[src/hdl/gf2tm_pkg.sv]
// ----------------------------------------------------------------------------
// gf2tm_pkg
// Shared widths, register map and helpers for the GF(2^n) trinomial multiplier.
// ----------------------------------------------------------------------------
package gf2tm_pkg;

  // operand and product widths
  localparam int OPERAND_W = 32;
  localparam int PROD_W    = 2 * OPERAND_W - 1;
  localparam int LANE_W    = 8;
  localparam int LANES     = OPERAND_W / LANE_W;
  localparam int PART_W    = OPERAND_W + LANE_W - 1;

  // field degree register
  localparam int                 DEGREE_W        = 6;
  localparam logic [DEGREE_W-1:0] DEGREE_RESET   = DEGREE_W'(32);
  localparam logic [DEGREE_W-1:0] DEGREE_MIN     = DEGREE_W'(2);
  localparam int                 MAX_DEGREE_DEF  = 32;
  localparam int                 DEGREE_CEIL     = 63;

  // configuration port
  localparam int               DATA_W           = 32;
  localparam int               PADDR_W          = 3;
  localparam logic [0:0]       REG_FIELD_DEGREE = 1'b0;

  // control that travels with each item down the pipeline
  typedef struct packed {
    logic                valid;
    logic [DEGREE_W-1:0] degree;
  } stage_ctrl_t;

  // ones below the field degree, over the operand width
  function automatic logic [OPERAND_W-1:0] degree_mask(input logic [DEGREE_W-1:0] degree);
    logic [OPERAND_W-1:0] mask;
    for (int i = 0; i < OPERAND_W; i++) begin
      mask[i] = (DEGREE_W'(i) < degree);
    end
    return mask;
  endfunction

endpackage

[src/hdl/gf2tm_clmul.sv]
// ----------------------------------------------------------------------------
// gf2tm_clmul
// Two-stage carry-less multiplier: byte-lane partial products, then combine.
// ----------------------------------------------------------------------------
module gf2tm_clmul (
  input  logic                           clk_i,
  input  logic                           rst_ni,
  input  gf2tm_pkg::stage_ctrl_t         ctrl_i,
  input  logic [gf2tm_pkg::OPERAND_W-1:0] a_i,
  input  logic [gf2tm_pkg::OPERAND_W-1:0] b_i,
  output gf2tm_pkg::stage_ctrl_t         ctrl_o,
  output logic [gf2tm_pkg::PROD_W-1:0]    prod_o
);
  import gf2tm_pkg::*;

  stage_ctrl_t              part_ctrl_q;
  logic [PART_W-1:0]        part_d [LANES];
  logic [PART_W-1:0]        part_q [LANES];
  stage_ctrl_t              prod_ctrl_q;
  logic [PROD_W-1:0]        prod_d;
  logic [PROD_W-1:0]        prod_q;

  // partial product per byte lane of b
  always_comb begin
    for (int k = 0; k < LANES; k++) begin
      part_d[k] = '0;
      for (int j = 0; j < LANE_W; j++) begin
        if (b_i[k*LANE_W + j]) begin
          part_d[k] = part_d[k] ^ (PART_W'(a_i) << j);
        end
      end
    end
  end

  // fold the lanes into the full product
  always_comb begin
    prod_d = '0;
    for (int k = 0; k < LANES; k++) begin
      prod_d = prod_d ^ (PROD_W'(part_q[k]) << (k * LANE_W));
    end
  end

  // item control bits: valid and degree
  always_ff @(posedge clk_i or negedge rst_ni) begin
    if (!rst_ni) begin
      part_ctrl_q <= '0;
      prod_ctrl_q <= '0;
    end else begin
      part_ctrl_q <= ctrl_i;
      prod_ctrl_q <= part_ctrl_q;
    end
  end

  // payload stages
  always_ff @(posedge clk_i) begin
    part_q <= part_d;
    prod_q <= prod_d;
  end

  assign ctrl_o = prod_ctrl_q;
  assign prod_o = prod_q;

endmodule

[src/hdl/gf2n_trinomial_multiplier_unit.sv]
// ----------------------------------------------------------------------------
// gf2n_trinomial_multiplier_unit
// GF(2^n) multiplier reducing modulo x^n + x + 1, n set over an APB port.
// ----------------------------------------------------------------------------
// One item is taken in every clock cycle; busy stays low. Each result appears
// on product_o with result_valid_o once its item has passed the four register
// stages: operand masking, byte-lane partial products, lane combine, trinomial
// reduction. The receiver cannot stall, so results leave in order, one per
// cycle. field_degree below 2 acts as 2 and above MAX_DEGREE (capped at 63) as
// that maximum; each item uses the degree in force when it is taken. Change the
// degree only while no item is in flight.
module gf2n_trinomial_multiplier_unit #(
  parameter int MAX_DEGREE = gf2tm_pkg::MAX_DEGREE_DEF
) (
  input  logic                             clk_i,
  input  logic                             rst_ni,
  // item channel
  input  logic                             start,
  output logic                             busy,
  input  logic [gf2tm_pkg::OPERAND_W-1:0]  operand_a_i,
  input  logic [gf2tm_pkg::OPERAND_W-1:0]  operand_b_i,
  output logic                             result_valid_o,
  output logic [gf2tm_pkg::OPERAND_W-1:0]  product_o,
  // configuration port
  input  logic                             psel,
  input  logic                             penable,
  input  logic                             pwrite,
  input  logic [gf2tm_pkg::PADDR_W-1:0]    paddr,
  input  logic [gf2tm_pkg::DATA_W-1:0]     pwdata,
  output logic [gf2tm_pkg::DATA_W-1:0]     prdata,
  output logic                             pready
);
  import gf2tm_pkg::*;

  localparam int EFF_MAX = (MAX_DEGREE > DEGREE_CEIL) ? DEGREE_CEIL : MAX_DEGREE;
  localparam logic [DEGREE_W-1:0] DEGREE_MAX = DEGREE_W'(EFF_MAX);

  logic                  cfg_sel;
  logic                  cfg_write;
  logic [DEGREE_W-1:0]   degree_q;
  logic [DEGREE_W-1:0]   degree_eff;
  logic [OPERAND_W-1:0]  op_mask;
  stage_ctrl_t           in_ctrl_q;
  logic [OPERAND_W-1:0]  a_q;
  logic [OPERAND_W-1:0]  b_q;
  stage_ctrl_t           mul_ctrl;
  logic [PROD_W-1:0]     mul_prod;
  logic [PROD_W-1:0]     high_part;
  logic [OPERAND_W-1:0]  product_d;
  logic                  result_valid_q;
  logic [OPERAND_W-1:0]  product_q;

  // register decode
  assign cfg_sel   = (paddr[PADDR_W-1:2] == REG_FIELD_DEGREE);
  assign cfg_write = psel && penable && pwrite && pready;
  assign pready    = 1'b1;
  assign prdata    = cfg_sel ? DATA_W'(degree_q) : '0;

  always_ff @(posedge clk_i or negedge rst_ni) begin
    if (!rst_ni) begin
      degree_q <= DEGREE_RESET;
    end else if (cfg_write && cfg_sel) begin
      degree_q <= pwdata[DEGREE_W-1:0];
    end
  end

  // clamp the degree into the supported range
  always_comb begin
    degree_eff = degree_q;
    if (degree_q < DEGREE_MIN) begin
      degree_eff = DEGREE_MIN;
    end else if (degree_q > DEGREE_MAX) begin
      degree_eff = DEGREE_MAX;
    end
  end

  assign busy    = 1'b0;
  assign op_mask = degree_mask(degree_eff);

  // stage 0: capture masked operands
  always_ff @(posedge clk_i or negedge rst_ni) begin
    if (!rst_ni) begin
      in_ctrl_q <= '0;
    end else begin
      in_ctrl_q.valid  <= start && !busy;
      in_ctrl_q.degree <= degree_eff;
    end
  end

  always_ff @(posedge clk_i) begin
    a_q <= operand_a_i & op_mask;
    b_q <= operand_b_i & op_mask;
  end

  // stages 1 and 2: carry-less product
  gf2tm_clmul u_clmul (
    .clk_i  (clk_i),
    .rst_ni (rst_ni),
    .ctrl_i (in_ctrl_q),
    .a_i    (a_q),
    .b_i    (b_q),
    .ctrl_o (mul_ctrl),
    .prod_o (mul_prod)
  );

  // stage 3: fold x^i for i >= n onto x^(i-n+1) + x^(i-n)
  assign high_part = mul_prod >> mul_ctrl.degree;
  assign product_d = (mul_prod[OPERAND_W-1:0] ^ high_part[OPERAND_W-1:0]
                      ^ {high_part[OPERAND_W-2:0], 1'b0})
                     & degree_mask(mul_ctrl.degree);

  always_ff @(posedge clk_i or negedge rst_ni) begin
    if (!rst_ni) begin
      result_valid_q <= 1'b0;
    end else begin
      result_valid_q <= mul_ctrl.valid;
    end
  end

  always_ff @(posedge clk_i) begin
    product_q <= product_d;
  end

  assign result_valid_o = result_valid_q;
  assign product_o      = product_q;

  // every taken item comes out on result_valid_o
  assert property (@(posedge clk_i) disable iff (!rst_ni)
    (start && !busy) |-> ##4 result_valid_o)
    else $error("item lost in pipeline");

  // clamped degree stays inside the legal range
  assert property (@(posedge clk_i) disable iff (!rst_ni)
    (degree_eff >= DEGREE_MIN) && (degree_eff <= DEGREE_MAX))
    else $error("effective degree out of range");

  // a degree write lands in the register
  assert property (@(posedge clk_i) disable iff (!rst_ni)
    (cfg_write && cfg_sel) |=> (degree_q == $past(pwdata[DEGREE_W-1:0])))
    else $error("degree write not taken");

  // reduced product has no terms at or above the degree
  assert property (@(posedge clk_i) disable iff (!rst_ni)
    result_valid_o |-> ((product_o & ~degree_mask($past(mul_ctrl.degree))) == '0))
    else $error("product not fully reduced");

endmodule
[config.mk]
export PLATFORM = sky130hd
export DESIGN_NAME = gf2n_trinomial_multiplier_unit
export DESIGN_NICKNAME = d
export VERILOG_FILES = /design/src/hdl/gf2tm_pkg.sv /design/src/hdl/gf2tm_clmul.sv /design/src/hdl/gf2n_trinomial_multiplier_unit.sv
export SDC_FILE = /design/constraint.sdc
export NUM_CORES = 1
export LEC_CHECK = 0
export BUFFER_PORTS_ARGS = -buffer_cell sky130_fd_sc_hd__buf_4
export CAP_MARGIN = 20
export CORE_MARGIN = 5
export CORE_UTILIZATION = 35
export CTS_BUF_LIST = sky130_fd_sc_hd__clkbuf_2 sky130_fd_sc_hd__clkbuf_4 sky130_fd_sc_hd__clkbuf_8
export CTS_CLUSTER_DIAMETER = 60
export DETAILED_ROUTE_END_ITERATION = 10
export PLACE_DENSITY = 0.61
export SLEW_MARGIN = 5
export SYNTH_ARGS = -nofsm -noshare
export SYNTH_HDL_FRONTEND = slang
export SYNTH_SLANG_ARGS = --single-unit
[constraint.sdc]
create_clock -name clk_i -period 6.01 [get_ports clk_i]
set_input_delay 1.202 -clock clk_i [delete_from_list [all_inputs] [get_ports clk_i]]
set_output_delay 1.202 -clock clk_i [all_outputs]
set_load 0.02 [all_outputs]
; Word level (Yosys, flattened, before mapping)
; Index checks and enable logic that the tools add are counted.
[totals]
ff_bits = 343
word_cells = 158
[op_classes]
reduce_logical = 3
bitwise = 37
order_cmp = 66
muxes = 35
shifts = 1
[op_table]
columns = op, n
row1 = 39-bit two-way mux, 28
row2 = 5-bit by 6-bit less-than comparator with 1-bit output (first input constant), 32
row3 = 39-bit by 33-bit XOR with 39-bit output, 4
row4 = 39-bit by 34-bit XOR with 39-bit output, 4
row5 = 39-bit by 35-bit XOR with 39-bit output, 4
row6 = 39-bit by 36-bit XOR with 39-bit output, 4
row7 = 39-bit by 37-bit XOR with 39-bit output, 4
row8 = 39-bit by 38-bit XOR with 39-bit output, 4
row9 = 39-bit XOR, 4
row10 = 32-bit two-way mux, 4
row11 = 32-bit AND, 3
row12 = 4-bit by 6-bit less-than comparator with 1-bit output (first input constant), 16
row13 = 32-bit XOR, 2
row14 = 63-bit by 6-bit right shift with 32-bit output, 1
row15 = 63-bit by 55-bit XOR with 63-bit output, 1
row16 = 63-bit XOR, 1
row17 = 3-bit by 6-bit less-than comparator with 1-bit output (first input constant), 8
row18 = 39-bit by 47-bit XOR with 47-bit output, 1
row19 = 1-bit by 6-bit less-than comparator with 1-bit output (first input constant), 4
row20 = 2-bit by 6-bit less-than comparator with 1-bit output (first input constant), 4
row21 = 6-bit two-way mux, 3
row22 = 6-bit > comparator (second input constant), 1
row23 = 6-bit by 2-bit less-than comparator with 1-bit output (second input constant), 1
row24 = 1-bit logical AND, 3
row25 = 1-bit inverter, 1

; Logic depth before layout (Yosys ltp)
[depth]
ltp_word = 15
depth_mapped = 11
mapped_depth_nobuf = 7

; Cells and area by module
; Synthesis repeated with hierarchy kept, for this count alone.
[hier_totals]
cells_unflattened = 3208
hier_area_um2 = 26382.8
[by_module_without_submodules]
columns = mod, cells_per_inst, n_inst, area_each_um2, seq_area_each_um2
row1 = gf2tm_clmul, 2410, 1, 18009.8, 4734.5
row2 = gf2n_trinomial_multiplier_unit, 798, 1, 8373.0, 2273.4

; Worst setup path before layout
; Ideal clock, no wire load.
[synth_path]
kind = input-to-output
startpoint = in paddr[2] (netlist name)
endpoint = out prdata[0] (netlist name)
t_arrival_ns = 1.506
n_path_buf = 0
stages = 1
path_slack_ns = 3.302
path_cell_list = nor2b_1
[synth_between]
elab_chain_cells = 1
[synth_rtl]
columns = item, line_no
row1 = "start, declared", gf2n_trinomial_multiplier_unit.sv:28  ; input logic [gf2tm_pkg::PADDR_W-1:0] paddr,
row2 = 6-bit two-way mux, gf2n_trinomial_multiplier_unit.sv:57  ; assign prdata = cfg_sel ? DATA_W'(degree_q) : '0;
row3 = "end, declared", gf2n_trinomial_multiplier_unit.sv:30  ; output logic [gf2tm_pkg::DATA_W-1:0] prdata,
; No other way between the ends.

; Worst setup path in the final report
[layout_path]
startpoint = reg u_clmul.prod_ctrl_q, in the netlist u_clmul.ctrl_o[0]
endpoint = reg product_q[4], in the netlist product_o[4]
[layout_between]
elab_chain_cells = 4
elab_cells_between_ends = 5
cone_classes = order compare: 1 / shift: 1 / bitwise: 3
[layout_rtl]
columns = item, line_no
row1 = "start, declared", gf2tm_clmul.sv:19  ; stage_ctrl_t prod_ctrl_q;
row2 = "start signal, assigned", gf2tm_clmul.sv:50  ; prod_ctrl_q <= part_ctrl_q;
row3 = 63-bit by 6-bit right shift with 32-bit output, gf2n_trinomial_multiplier_unit.sv:107  ; assign high_part = mul_prod >> mul_ctrl.degree;
row4 = 32-bit XOR, gf2n_trinomial_multiplier_unit.sv:108  ; assign product_d = (mul_prod[OPERAND_W-1:0] ^ high_part[OPERAND_W-1:0]
row5 = 32-bit XOR, gf2n_trinomial_multiplier_unit.sv:109  ; ^ {high_part[OPERAND_W-2:0], 1'b0})
row6 = 32-bit AND *, gf2n_trinomial_multiplier_unit.sv:110  ; & degree_mask(mul_ctrl.degree);
row7 = via product_d[4], gf2n_trinomial_multiplier_unit.sv:49  ; logic [OPERAND_W-1:0] product_d;
row8 = "end signal, assigned", gf2n_trinomial_multiplier_unit.sv:121  ; product_q <= product_d;
row9 = "end, declared", gf2n_trinomial_multiplier_unit.sv:51  ; logic [OPERAND_W-1:0] product_q;
; Mark *: on every way through the listed nets, which the timed path passes. The rest lies on a longest branch.
; A chain may end at the register's enable or synchronous reset.

==> results.cfg <==
[yosys]
synth_seq_cells = 343
synth-compound-area-share = 0.0436
postSynthAreaPerCell_um2 = 8.06
yosys.area_share.xor_xnor = 0.346
synth_common_cells = 1082 x nand2_1, 801 x xnor2_1, 315 x dfxtp_1
synth-simple-area-share = 0.194
seq_area_frac_synth = 0.270
yosysTopAreaCell = xnor2_1
muxShareOfSynthArea = 0.0970
yosys-top-cells-area = xnor2_1 27%, dfxtp_1 24%, nand2_1 16%
ys_warn_count = 0
synth_top_family_by_area = XOR/XNOR gates
synth_edf_count = 0
synth_adder_area_share = 0
async_flop_share = 0.0816
syn_area_mm2 = 0.0260
synth_most_common_cell = nand2_1
synthFlopType = dfxtp_1
synthDistinctLibCells = 77
synthCells = 3224
synth_top_area_share = 0.270

[cells_and_area]
multiInputGateArea_mm2 = 0.0178
register_area_mm2 = 0.00707
drive_gt1_frac = 0.130
area_growth_pct = 9.53
fillCellCount = 7597
fin_nets = 3273

[clock_tree]
tritoncts = yes
cts_setup_buffers = 0
postCtsResizedCells = 0
hold_buffers = 0
clk_path_buf_depth = 3
root_buffer = clkbuf_8
numCtsBuffers = 58
htreeDepth = 2
clock_sinks = 343
insertion_delay_ns = 0.71
clkSlewWorstSetupHoldPaths_ns = 0.06

[sta]
tns_ns = 0
whs_ns = 0.324
rsz0062_at_grt = false
fin_ws_ns = 2.17
finalHoldViolCount = 0
skew_ns = 0.0634
tightest_slew_ns = 0.957
drv_slew = 0
period_needed_ns = 3.84
max_slew_margin = 0.362
setup_violations = 0
max_clock_freq_mhz = 260
fin_crit_sh = 0.639

[placement]
place.gp.congestion = 0.947
dpl.hpwl_um = 50300
port_buffers = 115
dpl_worst_slack_ns = 2.14

[floorplanning]
fp.dieH_um = 282
die_area_mm2 = 0.0798
initial_utilization = 0.351
fp-row-count = 100
io_pins = 172
core_mm2 = 0.0741
chipWidth_um = 282

[drt]
vias = 21108
via_per_inst = 5.04
firstDrtPassIters = 5
drtIter0Drc = 2123
ant_nets = 0
routed_wirelength_um = 81200
avgRoutedWirePerCell_um = 19.4
drc = 0

[flow_run]
max_cap_violations = 0

[pwr]
total_power_mw = 14.3
power.density_mw_per_mm2 = 501
ir_worst_vdd_mv = 0.240
leakagePower_nw = 10.0

[worst_hold_path]
hp-class = reg -> reg

[worst_setup_path]
end_kind = flip-flop
crit_fanout = 47
required_ns = 6.61
critPathArrivalTime_ns = 4.44
startpoint_type = flip-flop
crit_type = reg -> reg

[global_route]
antenna_found_initial = 5
grt_pass1_vias = 20634
gr-total-overflow = 0
grt_use_total = 0.199
grt_first_pass_wirelength_um = 125000
grt_max_degree = 48

[outcome]
run_status = completed
==> state kept, by name (all words and copies together), names as in the netlist <==
name                 flops
u_clmul.part_q         156
u_clmul.prod_o          63
a_q                     32
b_q                     32
product_o               32
in_ctrl_q                7
u_clmul.ctrl_o           7
u_clmul.part_ctrl_q      7
degree_q                 6
result_valid_o           1
==> cell type report <==
| class | count | area share |
|---|---|---|
| clock buffers | 87 | 0.0388 |
| repair buffers | 146 | 0.0385 |
| clock inverters | 17 | 0.00615 |
| inverters | 8 | 0.00106 |
| well taps | 969 | 0.0426 |
| flip-flops and latches | 343 | 0.248 |
| multi-input cells | 2611 | 0.624 |
| diodes | 3 | 0.000264 |
==> stage by stage <==
step,util,instance area (µm²),cells
floorplan,-,26100,3250
global placement,0.367,27200,4077
detailed placement,0.367,27200,4077
CTS,0.384,28500,4181
global route,0.384,28500,4182
finish,0.384,28500,4184
==> final timing paths <==
check | from | endpoint | slack (ns) | depth (start not counted)
min in group asynchronous | rst_ni | u_clmul.part_ctrl_q[2]$_DFF_PN0_ | 0.47 | 1
hold reg to reg | u_clmul.part_q[119]$_DFF_P_ | u_clmul.prod_o[2]$_DFF_P_ | 0.32 | 0
setup reg to reg | u_clmul.ctrl_o[0]$_DFF_PN0_ | product_o[4]$_DFF_P_ | 2.17 | 8
max in group asynchronous | rst_ni | u_clmul.ctrl_o[0]$_DFF_PN0_ | 5.12 | 1
setup / recovery | u_clmul.ctrl_o[0]$_DFF_PN0_ | product_o[4]$_DFF_P_ | 2.17 | 8
hold / removal | u_clmul.part_q[119]$_DFF_P_ | u_clmul.prod_o[2]$_DFF_P_ | 0.32 | 0
==> critical path, stage by stage, from the launching register on <==
cell and delay, ns:
dfrtp_4 0.89, buf_4 0.59, mux4_2 0.59, mux2_2 0.33, o22ai_1 0.20, nor2_1 0.11
a222oi_1 0.53, xor3_1 0.44, nor2_1 0.10
==> layout by cell type, fill, tap and decap left out, types with 9 or more instances in the layout <==
master / instances
a21oi_1: 43
and2_1: 37
buf_4: 146
clkbuf_4: 15
clkbuf_8: 72
clkinv_2: 10
conb_1: 28
dfrtp_1: 25
dfxtp_1: 271
dfxtp_2: 44
mux2_2: 31
mux2i_1: 56
mux4_2: 71
nand2_1: 1082
nor2_1: 63
nor2b_1: 43
nor3_1: 10
o21ai_0: 16
o22ai_1: 9
xnor2_1: 801
xnor3_1: 9
xor2_1: 188
==> metal layers <==
layer | global-route usage | vias up | part of all wire
li1 | - | 9920 | -
met1 | 0.283 | 10058 | 0.44
met2 | 0.315 | 985 | 0.45
met3 | 0.0285 | 143 | 0.085
met4 | 0.0593 | 2 | 0.027
met5 | 0 | - | 0.00016
==> report_power, final <==
group	switching, mW	internal, mW
Clock	1.01	1.30
Sequential	1.45	3.25
Combinational	3.71	3.53
==> cell families (layout without fill, tap and decap cells) <==
family / Yosys count / after routing
other: 2 / 31
muxes: 159 / 159
and+or+nand+nor: 1263 / 1263
DFF: 343 / 343
AOI/OAI and AO/OA: 158 / 158
xor gates and xnor gates: 1003 / 1003
buffers and inverters: 296 / 258
Power figures use the tool's default switching activity.
